[src/rtl/core/ptrs_pkg.sv]
// Package for the periodic task release scheduler: commands, status codes,
// slot geometry, the slot record and request/response types. No dependencies.
package ptrs_pkg;

   localparam int SLOTS      = 8;
   localparam int SLOT_W     = (SLOTS > 1) ? $clog2(SLOTS) : 1;
   localparam int MASK_W     = 8;
   localparam int TICK_W     = 64;
   localparam int TIME_W     = 32;
   // slot record: callback mark, period, delay
   localparam int REC_W      = 1 + TIME_W + TIME_W;

   typedef enum logic [1:0] {
      CMD_TICK     = 2'd0,
      CMD_REGISTER = 2'd1,
      CMD_CLEAR    = 2'd2,
      CMD_NONE     = 2'd3
   } cmd_type;

   typedef enum logic [1:0] {
      ST_OK      = 2'd0,
      ST_NO_DESC = 2'd1,
      ST_RANGE   = 2'd2,
      ST_TAKEN   = 2'd3
   } status_type;

   typedef struct packed {
      logic              cb;
      logic [TIME_W-1:0] period;
      logic [TIME_W-1:0] delay;
   } slot_rec_type;

   typedef struct packed {
      logic [1:0]  cmd;
      logic        descriptor_valid;
      logic [7:0]  slot_index;
      logic [31:0] period_ticks;
      logic [31:0] first_delay_ticks;
      logic        has_callback;
   } req_type;

   typedef struct packed {
      logic [1:0] status;
      logic [7:0] fire_mask;
   } rsp_type;

endpackage

[src/rtl/core/ptrs_if.sv]
// Valid/ready channel interfaces for request and response transactions.
// Depends on ptrs_pkg.
interface ptrs_req_if import ptrs_pkg::*; ();
   logic    valid;
   logic    ready;
   req_type data;
   modport source (output valid, output data, input ready);
   modport sink   (input valid, input data, output ready);
endinterface

interface ptrs_rsp_if import ptrs_pkg::*; ();
   logic    valid;
   logic    ready;
   rsp_type data;
   modport source (output valid, output data, input ready);
   modport sink   (input valid, input data, output ready);
endinterface

[src/rtl/core/ptrs_ram.sv]
// Generic single-port-write, single-port-read RAM with registered read.
// No dependencies.
module ptrs_ram #(
   parameter int WIDTH = 8,
   parameter int DEPTH = 8
) (
   input  logic                     clock,
   input  logic                     wr_en,
   input  logic [$clog2(DEPTH)-1:0] wr_addr,
   input  logic [WIDTH-1:0]         wr_data,
   input  logic [$clog2(DEPTH)-1:0] rd_addr,
   output logic [WIDTH-1:0]         rd_data
);
   logic [WIDTH-1:0] mem_ff [DEPTH];

   always_ff @(posedge clock) begin
      if (wr_en) begin
         mem_ff[wr_addr] <= wr_data;
      end
      rd_data <= mem_ff[rd_addr];
   end
endmodule

[src/rtl/core/ptrs_mod.sv]
// Iterative 64-by-32 remainder unit, restoring, one quotient bit a cycle.
// Depends on ptrs_pkg.
module ptrs_mod import ptrs_pkg::*; (
   input  logic              clock,
   input  logic              reset,
   input  logic              start,
   input  logic [TICK_W-1:0] dividend,
   input  logic [TIME_W-1:0] divisor,
   output logic              done,
   output logic              rem_zero
);
   localparam int CNT_W = $clog2(TICK_W + 1);

   logic [TICK_W-1:0] quo_ff, quo_in;
   logic [TIME_W:0]   rem_ff, rem_in;
   logic [TIME_W-1:0] div_ff, div_in;
   logic [CNT_W-1:0]  cnt_ff, cnt_in;
   logic              busy_ff, busy_in;
   logic              done_ff, done_in;
   logic [TIME_W:0]   trial;

   // one shift-subtract step per cycle
   always_comb begin
      quo_in  = quo_ff;
      rem_in  = rem_ff;
      div_in  = div_ff;
      cnt_in  = cnt_ff;
      busy_in = busy_ff;
      done_in = 1'b0;
      trial   = {rem_ff[TIME_W-1:0], quo_ff[TICK_W-1]};
      if (start) begin
         quo_in  = dividend;
         rem_in  = '0;
         div_in  = divisor;
         cnt_in  = CNT_W'(TICK_W);
         busy_in = 1'b1;
      end else if (busy_ff) begin
         quo_in = {quo_ff[TICK_W-2:0], 1'b0};
         if (trial >= {1'b0, div_ff}) begin
            rem_in = trial - {1'b0, div_ff};
         end else begin
            rem_in = trial;
         end
         cnt_in = cnt_ff - 1'b1;
         if (cnt_ff == CNT_W'(1)) begin
            busy_in = 1'b0;
            done_in = 1'b1;
         end
      end
   end

   always_ff @(posedge clock) begin
      if (reset) begin
         busy_ff <= 1'b0;
         done_ff <= 1'b0;
         cnt_ff  <= '0;
      end else begin
         busy_ff <= busy_in;
         done_ff <= done_in;
         cnt_ff  <= cnt_in;
      end
      quo_ff <= quo_in;
      rem_ff <= rem_in;
      div_ff <= div_in;
   end

   assign done     = done_ff;
   assign rem_zero = (rem_ff == '0);
endmodule

[src/rtl/core/periodic_task_release_scheduler.sv]
// Channel   | Dir | Payload                                  | Handshake
// req       | in  | cmd, descriptor, slot, period, delay, cb | valid/ready
// rsp       | out | status, fire_mask                        | valid/ready
//
// One request at a time. Register and clear go straight to the response;
// a tick reads each slot record from the slot RAM and, for a due slot, runs
// the bit-serial remainder unit. Synchronous reset clears occupancy and tick
// count. The response sits in an output register; req.ready stays low until
// it is taken.
// Depends on ptrs_pkg, ptrs_if, ptrs_ram, ptrs_mod.
module periodic_task_release_scheduler import ptrs_pkg::*; (
   input logic clock,
   input logic reset,
   ptrs_req_if.sink   req,
   ptrs_rsp_if.source rsp
);
   typedef enum logic [5:0] {
      S_IDLE = 6'b000001,
      S_READ = 6'b000010,
      S_EVAL = 6'b000100,
      S_MOD  = 6'b001000,
      S_WAIT = 6'b010000,
      S_RESP = 6'b100000
   } state_type;

   state_type         state_ff, state_in;
   logic [TICK_W-1:0] tick_ff, tick_in;
   logic [SLOTS-1:0]  used_ff, used_in;
   logic [SLOT_W-1:0] slot_ff, slot_in;
   logic [MASK_W-1:0] mask_ff, mask_in;
   rsp_type           out_ff, out_in;
   slot_rec_type      rec_ff, rec_in;

   logic              wr_en;
   logic [SLOT_W-1:0] wr_addr;
   slot_rec_type      wr_rec, rd_rec;
   logic              mod_start, mod_done, mod_zero;
   logic              reg_ok;
   logic [SLOTS-1:0]  slot_bit;

   ptrs_ram #(.WIDTH(REC_W), .DEPTH(SLOTS)) u_ram (
      .clock   (clock),
      .wr_en   (wr_en),
      .wr_addr (wr_addr),
      .wr_data (wr_rec),
      .rd_addr (slot_ff),
      .rd_data (rd_rec)
   );

   // divisor is taken from the RAM output in the cycle the remainder starts
   ptrs_mod u_mod (
      .clock    (clock),
      .reset    (reset),
      .start    (mod_start),
      .dividend (tick_ff),
      .divisor  (rd_rec.period),
      .done     (mod_done),
      .rem_zero (mod_zero)
   );

   assign req.ready = (state_ff == S_IDLE);
   assign rsp.valid = (state_ff == S_RESP);
   assign rsp.data  = out_ff;
   assign reg_ok    = req.data.descriptor_valid
                   && (req.data.slot_index < 8'(SLOTS))
                   && !used_ff[req.data.slot_index[SLOT_W-1:0]];
   assign slot_bit  = SLOTS'(1) << slot_ff;

   // sequencer: dispatch, per-slot walk, response
   always_comb begin
      state_in  = state_ff;
      tick_in   = tick_ff;
      used_in   = used_ff;
      slot_in   = slot_ff;
      mask_in   = mask_ff;
      out_in    = out_ff;
      rec_in    = rec_ff;
      wr_en     = 1'b0;
      wr_addr   = slot_ff;
      wr_rec    = rec_ff;
      mod_start = 1'b0;
      unique case (state_ff)
         S_IDLE: begin
            if (req.valid) begin
               out_in = '0;
               priority case (req.data.cmd)
                  CMD_TICK: begin
                     tick_in  = tick_ff + 1'b1;
                     slot_in  = '0;
                     mask_in  = '0;
                     state_in = S_READ;
                  end
                  CMD_REGISTER: begin
                     if (!req.data.descriptor_valid) begin
                        out_in.status = ST_NO_DESC;
                     end else if (req.data.slot_index >= 8'(SLOTS)) begin
                        out_in.status = ST_RANGE;
                     end else if (!reg_ok) begin
                        out_in.status = ST_TAKEN;
                     end else begin
                        out_in.status = ST_OK;
                        wr_en   = 1'b1;
                        wr_addr = req.data.slot_index[SLOT_W-1:0];
                        wr_rec  = '{cb: req.data.has_callback,
                                    period: req.data.period_ticks,
                                    delay: req.data.first_delay_ticks};
                        used_in[req.data.slot_index[SLOT_W-1:0]] = 1'b1;
                     end
                     state_in = S_RESP;
                  end
                  CMD_CLEAR: begin
                     tick_in  = '0;
                     state_in = S_RESP;
                  end
                  default: state_in = S_RESP;
               endcase
            end
         end
         // RAM read issued with slot_ff as address
         S_READ: state_in = S_EVAL;
         S_EVAL: begin
            rec_in = rd_rec;
            if (!used_ff[slot_ff] || !rd_rec.cb) begin
               state_in = S_WAIT;
            end else if (rd_rec.delay == '0 && rd_rec.period != '0) begin
               mod_start = 1'b1;
               state_in  = S_MOD;
            end else begin
               if (rd_rec.delay != '0) begin
                  wr_en  = 1'b1;
                  wr_rec = rd_rec;
                  wr_rec.delay = rd_rec.delay - 1'b1;
               end
               state_in = S_WAIT;
            end
         end
         S_MOD: begin
            if (mod_done) begin
               if (mod_zero) begin
                  mask_in = mask_ff | MASK_W'(slot_bit);
               end
               state_in = S_WAIT;
            end
         end
         // advance to next slot or finish
         S_WAIT: begin
            if (slot_ff == SLOT_W'(SLOTS - 1)) begin
               out_in.fire_mask = mask_ff;
               state_in = S_RESP;
            end else begin
               slot_in  = slot_ff + 1'b1;
               state_in = S_READ;
            end
         end
         S_RESP: begin
            if (rsp.ready) begin
               state_in = S_IDLE;
            end
         end
         default: state_in = S_IDLE;
      endcase
   end

   always_ff @(posedge clock) begin
      if (reset) begin
         state_ff <= S_IDLE;
         tick_ff  <= '0;
         used_ff  <= '0;
      end else begin
         state_ff <= state_in;
         tick_ff  <= tick_in;
         used_ff  <= used_in;
      end
      slot_ff <= slot_in;
      mask_ff <= mask_in;
      out_ff  <= out_in;
      rec_ff  <= rec_in;
   end
endmodule

[src/flat_wrapper.sv]
// flat-port wrapper written by rule: the top's interface ports become plain ports
module periodic_task_release_scheduler_flat import ptrs_pkg::*;
  (clock, reset, req_valid, req_data, req_ready, rsp_valid, rsp_data, rsp_ready);
  ptrs_req_if req_i ();
  ptrs_rsp_if rsp_i ();
  input logic clock;
  input logic reset;
  input wire logic [$bits(req_i.valid)-1:0] req_valid;
  input wire logic [$bits(req_i.data)-1:0] req_data;
  output wire logic [$bits(req_i.ready)-1:0] req_ready;
  output wire logic [$bits(rsp_i.valid)-1:0] rsp_valid;
  output wire logic [$bits(rsp_i.data)-1:0] rsp_data;
  input wire logic [$bits(rsp_i.ready)-1:0] rsp_ready;
  assign req_i.valid = req_valid;
  assign req_i.data = req_data;
  assign req_ready = req_i.ready;
  assign rsp_valid = rsp_i.valid;
  assign rsp_data = rsp_i.data;
  assign rsp_i.ready = rsp_ready;
  periodic_task_release_scheduler u_core (.clock(clock), .reset(reset), .req(req_i), .rsp(rsp_i));
endmodule
[config.mk]
export PLATFORM = sky130hd
export DESIGN_NAME = periodic_task_release_scheduler_flat
export DESIGN_NICKNAME = d
export VERILOG_FILES = /design/src/rtl/core/ptrs_pkg.sv /design/src/rtl/core/ptrs_if.sv /design/src/rtl/core/ptrs_ram.sv /design/src/rtl/core/ptrs_mod.sv /design/src/rtl/core/periodic_task_release_scheduler.sv /design/src/flat_wrapper.sv
export SDC_FILE = /design/constraint.sdc
export NUM_CORES = 1
export LEC_CHECK = 0
export BUFFER_PORTS_ARGS = -buffer_cell sky130_fd_sc_hd__buf_2
export CORE_ASPECT_RATIO = 0.8
export CORE_MARGIN = 8
export CORE_UTILIZATION = 50
export CTS_BUF_LIST = sky130_fd_sc_hd__clkbuf_16
export DETAILED_ROUTE_END_ITERATION = 8
export GPL_TIMING_DRIVEN = 0
export PLACE_DENSITY = 0.66
export SYNTH_ARGS = -nofsm -noshare
export SYNTH_HDL_FRONTEND = slang
export SYNTH_SLANG_ARGS = --single-unit
[constraint.sdc]
create_clock -name clock -period 13.76 [get_ports clock]
set_clock_uncertainty 0.2 [all_clocks]
set_input_delay 0.688 -clock clock [delete_from_list [all_inputs] [get_ports clock]]
set_output_delay 0.688 -clock clock [all_outputs]
set_load 0.01 [all_outputs]
Yosys cells after proc, flatten, opt, wreduce, memory -nomap -nowiden
Memory sizes are Yosys's and may differ from the RTL's. A register that Yosys moved wholly into a read port is not among the register bits.
Index checks and enable logic that the tools add are counted.
{"block": "totals", "elab_cells": 147, "regBits": 302, "output_inout_bits": 12, "n_memories": 1, "inputBits": 80, "ramBits": 520}
{"name": "u_core.u_ram.mem_ff", "depth": 8, "width": 65, "rd": 1, "rd_ports_with_merged_regs": 1, "wr": 1, "line_no": "ptrs_ram.sv:14", "rtl": "logic [WIDTH-1:0] mem_ff [DEPTH];"}
{"block": "classes", "n_reduce_logical": 27, "magnitude_cmp": 6, "muxes": 68, "bitwise_logic": 4, "n_eq_ne": 17, "shifts": 1, "addsub": 5}
{"op": "2-to-1 mux 65 bit", "n": 8}
{"op": "one-hot mux 65 bit (2 select lines)", "n": 1}
{"op": "2-to-1 mux 64 bit", "n": 2}
{"op": "one-hot mux 64 bit (2 select lines)", "n": 1}
{"op": "adder 64 x 1 -> 64 bit (second input constant)", "n": 1}
{"op": "nonzero test 32 bit", "n": 2}
{"op": "2-to-1 mux 8 bit", "n": 6}
{"op": "2-to-1 mux 6 bit", "n": 6}
{"op": "one-hot mux 6 bit (6 select lines)", "n": 1}
{"op": ">= comparator 33 x 32 -> 1 bit", "n": 1}
{"op": "logical NOT 33 bit", "n": 1}
{"op": "2-to-1 mux 33 bit", "n": 1}
{"op": "subtractor 33 x 32 -> 33 bit", "n": 1}
{"op": "logical NOT 32 bit", "n": 1}
{"op": "one-hot mux 8 bit (2 select lines)", "n": 2}
{"op": "subtractor 32 x 1 -> 32 bit (second input constant)", "n": 1}
{"op": "2-to-1 mux 3 bit", "n": 9}
{"op": "2-to-1 mux 1 bit", "n": 21}
{"op": "OR 8 bit", "n": 2}
{"op": "2-to-1 mux 7 bit", "n": 2}
{"op": "AND reduction 3 bit", "n": 3}
{"op": ">= comparator 8 x 4 -> 1 bit (second input constant)", "n": 1}
{"op": "< comparator 3 x 4 -> 1 bit (second input constant)", "n": 2}
{"op": "< comparator 8 x 4 -> 1 bit (second input constant)", "n": 1}
{"op": "34 further kinds", "n": 51}

Logic depth before layout (Yosys ltp)
{"block": "depth", "ltp_word": 12, "mapped_depth": 13, "mapped_depth_nobuf": 12}

Modules after synthesis
Synthesis repeated with hierarchy kept, for this count alone.
{"block": "hier_totals", "hier_cells": 2423, "hier_area_um2": 37089.3}
{"module": "ptrs_ram", "cells_per_inst": 829, "seq_area_each_um2": 16916.2, "instances": 1, "area_each_um2": 20857.5}
{"module": "periodic_task_release_scheduler", "cells_per_inst": 900, "seq_area_each_um2": 4144.0, "instances": 1, "area_each_um2": 8725.9}
{"module": "ptrs_mod", "cells_per_inst": 694, "seq_area_each_um2": 3723.6, "instances": 1, "area_each_um2": 7505.9}

Worst setup path before layout
OpenSTA, ideal clock, no wires.
{"block": "synth_path", "path_kind": "reg-to-reg", "from": "register u_core.state_ff[4]", "to": "memory u_core.u_ram.mem_ff[3][0] (netlist bit) (enable)", "required_ns": 13.072, "setup_ns": 0.488, "path_stages_with_launch": 9, "t_arrival_ns": 5.737, "synth_period_minus_slack_ns": 6.426, "setup_slack_ns": 7.334, "path_buffers": 1, "cell_sequence": "dfxtp_1 clkbuf_1 nor2_1 nand4b_1 inv_1 nand4_1 nor3_1 a21oi_1 nor2_1"}
{"block": "synth_via", "elab_chain_len": 4, "elab_cells_between_ends": 6, "classes_between": "eq/ne: 2; mux: 4"}
{"item": "start: declaration", "line_no": "periodic_task_release_scheduler.sv:26", "rtl": "state_type state_ff, state_in;"}
{"item": "start signal: assignment", "line_no": "periodic_task_release_scheduler.sv:170", "rtl": "state_ff <= state_in;"}
{"item": "== test 6 x 3 -> 1 bit or == test 6 x 1 -> 1 bit (tied branches)", "line_no": "periodic_task_release_scheduler.sv:82", "rtl": "unique case (state_ff)"}
{"item": "one-hot mux 1 bit (2 select lines)", "line_no": "periodic_task_release_scheduler.sv:82"}
{"item": "2-to-1 mux 1 bit", "line_no": "ptrs_ram.sv:17", "rtl": "if (wr_en) begin"}
{"item": "2-to-1 mux 1 bit (not written as such)", "line_no": "ptrs_ram.sv:18", "rtl": "mem_ff[wr_addr] <= wr_data;"}
{"item": "end: declaration", "line_no": "ptrs_ram.sv:14"}
Several ways; a longest one is shown, not always the timed one.

Final worst setup path
{"block": "layout_path", "from": "input req_data[65]", "to": "memory u_core.u_ram.mem_ff[0][39] (netlist bit) (enable)"}
{"block": "layout_via", "elab_chain_len": 12, "elab_cells_between_ends": 21, "classes_between": "order compare: 2; mux: 16; reduce/logical: 3"}
{"item": "start: declaration", "line_no": "flat_wrapper.sv:9", "rtl": "input wire logic [$bits(req_i.data)-1:0] req_data;"}
{"item": "parallel branches: the longest is 12 deep, another holds < comparator 8 x 4 -> 1 bit"}
Parallel ways; which one is timed is not known. The select of a mux whose other input is x is not followed.

==> impl_metrics.json <==
{
  "final_cell_area_mm2": 0.0414,
  "layout.nets": 2964,
  "finalCriticalPeriod_ns": 5.84,
  "grt.total_usage": 0.207,
  "yosysSeqAreaShare": 0.680,
  "die_area_mm2": 0.0818,
  "hold_buffers": 0,
  "core_mm2": 0.0721,
  "rr_startpoint": "u_core.used_ff[7]",
  "drt_pass1_iterations": 8,
  "ys_seq_elements": 887,
  "area_growth_pct": 13.6,
  "async_flop_share": 0,
  "cp_slowest_stage_delay_ns": 0.93,
  "gp_congestion": 0.863,
  "syn_area_mm2": 0.0364,
  "synth_edf_count": 702,
  "final_cell_mix": "702 x edfxtp_1, 564 x nand2_1, 185 x dfxtp_1",
  "tritoncts": "done",
  "cts_root_buf": "clkbuf_16",
  "io_buffers": 88,
  "tightest_slew_ns": 1.23,
  "p_comb_frac": 0.059,
  "swShare": 0.224,
  "timing.final.crit_share": 0.424,
  "vdd_drop_max_mv": 0.116,
  "pwr-share-seq": 0.536,
  "dpl.hpwl_um": 58000,
  "ant_nets": 0,
  "cap_violations": 0,
  "grt_overflow": 0,
  "place_area_mm2": 0.0387,
  "num_vias": 22300,
  "hold_depth": 2,
  "intPower_mw": 4.26,
  "synth_ff_type": "edfxtp_1",
  "drc": 0,
  "io_pins": 92,
  "insertion_delay_ns": 0.65,
  "post-cts-setup-buffers": 0,
  "crit_chain": "clkbuf_1 -> mux4_2 -> mux2i_1 -> nand3_1 -> nor3_4 -> clkbuf_1 -> clkbuf_1 -> a21oi_1 -> nor2_4 -> buf_12 -> buf_12",
  "grt_max_degree": 65,
  "drive_gt1_frac": 0.141,
  "cp_max_fo": 25,
  "worstSetupStartpointType": "input port",
  "fin_setup_tns_ns": 0,
  "syn-num-nets": 2764,
  "fmax_mhz": 171,
  "required_ns": 13.88,
  "leakage_nw": 14.8,
  "path_common_cell": "clkbuf_1",
  "numClockSinks": 887,
  "final_common_cell": "edfxtp_1",
  "initial_utilization": 0.505,
  "avgSynthCellArea_um2": 13.8,
  "drt-total-wl_um": 86200,
  "htreeDepth": 3,
  "synthCells": 2640,
  "ys_types": 75,
  "hp-class": "input port to register",
  "placementRows": 88,
  "p_sw_mw": 1.23,
  "first_global_vias": 22400,
  "crit_family": "simple AND/OR/NAND/NOR gates",
  "yosys_warnings": 0,
  "clockPowerShare": 0.406,
  "slew_viol_final": 0,
  "power.density_mw_per_mm2": 133,
  "hold_viol_final": 0,
  "drt_iter0_markers": 2155,
  "cts_buffers": 85,
  "rsz0062_at_grt": "no",
  "die_x_um": 318,
  "slew-limit-headroom": 0.175,
  "status": "complete, no violations",
  "antenna_found_initial": 1,
  "cts_resized": 0,
  "cp_num_buf_inv": 5,
  "r2r_setup_slack_ns": 8.08,
  "clockBufferDepth": 3,
  "crit_path_end_kind": "register",
  "reg2reg_depth": 10,
  "grt_pass1_wl_um": 132000,
  "worst_r2r_endpoint": "u_core.u_ram.mem_ff[0][39]",
  "worst-path-stages": 11,
  "path_clk_slew_ns": 0.06,
  "hold_end": "u_core.rsp.data[8]",
  "worstPathArrival_ns": 5.96,
  "avgRoutedWirePerCell_um": 22.3,
  "setup_viol": 0,
  "via_per_inst": 5.77,
  "min_from": "req_data[73]",
  "crit_type": "input port to register",
  "slowest_stage": "nor3_4",
  "die_h_um": 257
}
==> worst max-delay path by stage <==
| stage | from | end | slack, ns |
|---|---|---|---|
| after floorplan | u_core.state_ff[4] | u_core.u_ram.mem_ff[3][0] | 7.33 |
| final | req_data[65] | u_core.u_ram.mem_ff[0][39] | 7.92 |
| after global placement | u_core.state_ff[4] | u_core.u_ram.mem_ff[1][39] | 2.31 |
| after detailed placement | req_data[65] | u_core.u_ram.mem_ff[0][39] | 7.44 |
| after global routing | req_data[65] | u_core.u_ram.mem_ff[0][39] | 7.83 |
| after CTS | req_data[65] | u_core.u_ram.mem_ff[0][39] | 8.11 |
==> cell type report <==
cell class / count / area [µm²]
repair buffers: 113 / 1000
fillers: 5680 / 30700
inverters: 58 / 220
clock inverters: 73 / 497
well taps: 945 / 1180
plain buffers: 118 / 469
diodes: 1 / 2.50
clock buffers: 87 / 2180
flip-flops and latches: 887 / 24800
multi-input cells: 1577 / 11000
==> cells by family after synthesis <==
family	share of synthesized area
AND/OR/NAND/NOR	0.117
flip-flops	0.680
AO/OA/AOI/OAI	0.0548
buffers and inverters	0.0188
multiplexers	0.0883
XOR/XNOR	0.0255
adder cells (fa/ha/maj)	0.0153
==> routing by layer <==
metal / vias to the layer above / track usage / share of wire
met5: - / 0 / 0
met4: 0 / 0.0661 / 0.030
met3: 172 / 0.0399 / 0.069
met2: 796 / 0.338 / 0.48
met1: 11100 / 0.280 / 0.42
li1: 10200 / - / -
==> Yosys cell counts, types with 3 or more instances <==
cell / number / area (µm²)
a2111oi_0: 3 / 26.3
a211o_1: 5 / 43.8
a211oi_1: 27 / 203
a21o_1: 27 / 203
a21oi_1: 77 / 385
a22oi_1: 59 / 443
a31o_2: 4 / 35.0
a31oi_1: 12 / 75.1
and2_1: 12 / 75.1
and3_1: 16 / 100
and4_1: 10 / 87.6
buf_1: 20 / 75.1
buf_6: 3 / 33.8
clkbuf_1: 93 / 349
dfxtp_1: 185 / 3700
edfxtp_1: 702 / 21100
ha_1: 43 / 538
inv_1: 56 / 210
mux2i_1: 20 / 200
mux4_2: 134 / 3020
nand2_1: 565 / 2120
nand2b_1: 10 / 62.6
nand3_1: 36 / 180
nand3b_1: 3 / 22.5
nand4_1: 22 / 138
nor2_1: 173 / 649
nor2b_1: 8 / 50.1
nor3_1: 21 / 105
nor3b_1: 5 / 37.5
nor4_1: 30 / 188
o211ai_1: 5 / 37.5
o21a_1: 5 / 37.5
o21ai_0: 62 / 310
o31ai_1: 3 / 22.5
or2_2: 4 / 25.0
or3_1: 19 / 119
or4_1: 6 / 45.0
xnor2_1: 53 / 464
xor2_1: 53 / 464
==> state kept, by name, indices dropped and copies added (netlist names) <==
name / count
u_core.u_mod.quo_ff: 64
u_core.u_mod.busy_ff: 1
u_core.u_ram.rd_data: 65
u_core.tick_ff: 64
u_core.u_ram.mem_ff: 520
u_core.state_ff: 6
u_core.slot_ff: 3
u_core.u_mod.cnt_ff: 7
u_core.rec_ff: 65
u_core.used_ff: 8
u_core.u_mod.rem_ff: 33
u_core.u_mod.div_ff: 32
u_core.u_mod.done: 1
u_core.rsp.data: 10
u_core.mask_ff: 8
==> per-stage QoR <==
stage | setup WS, ns | power, mW | instances | hold slack (ns) | utilization
after detailed placement | 7.44 | 3.32 | 3698 | 0.250 | 0.537
after global placement | 2.31 | 3.31 | 3673 | 0.246 | 0.528
after global routing | 7.83 | 5.68 | 3858 | 0.159 | 0.574
after CTS | 8.11 | 5.54 | 3858 | 0.122 | 0.574
after floorplan | 7.33 | 3.21 | 2640 | 0.230 | -
final | 7.92 | 5.50 | 3859 | 0.167 | 0.574
==> power groups by stage <==
stage          combinational, mW  sequential [mW]  clock, mW
3_5_place_dp               0.319             3.00          0
2_1_floorplan              0.227             2.98          0
6_report                   0.323             2.94       2.23
5_1_grt                    0.355             2.95       2.38
4_1_cts                    0.321             2.94       2.27
3_3_place_gp               0.312             3.00          0
No activity file was read; power rests on OpenSTA's default activity.
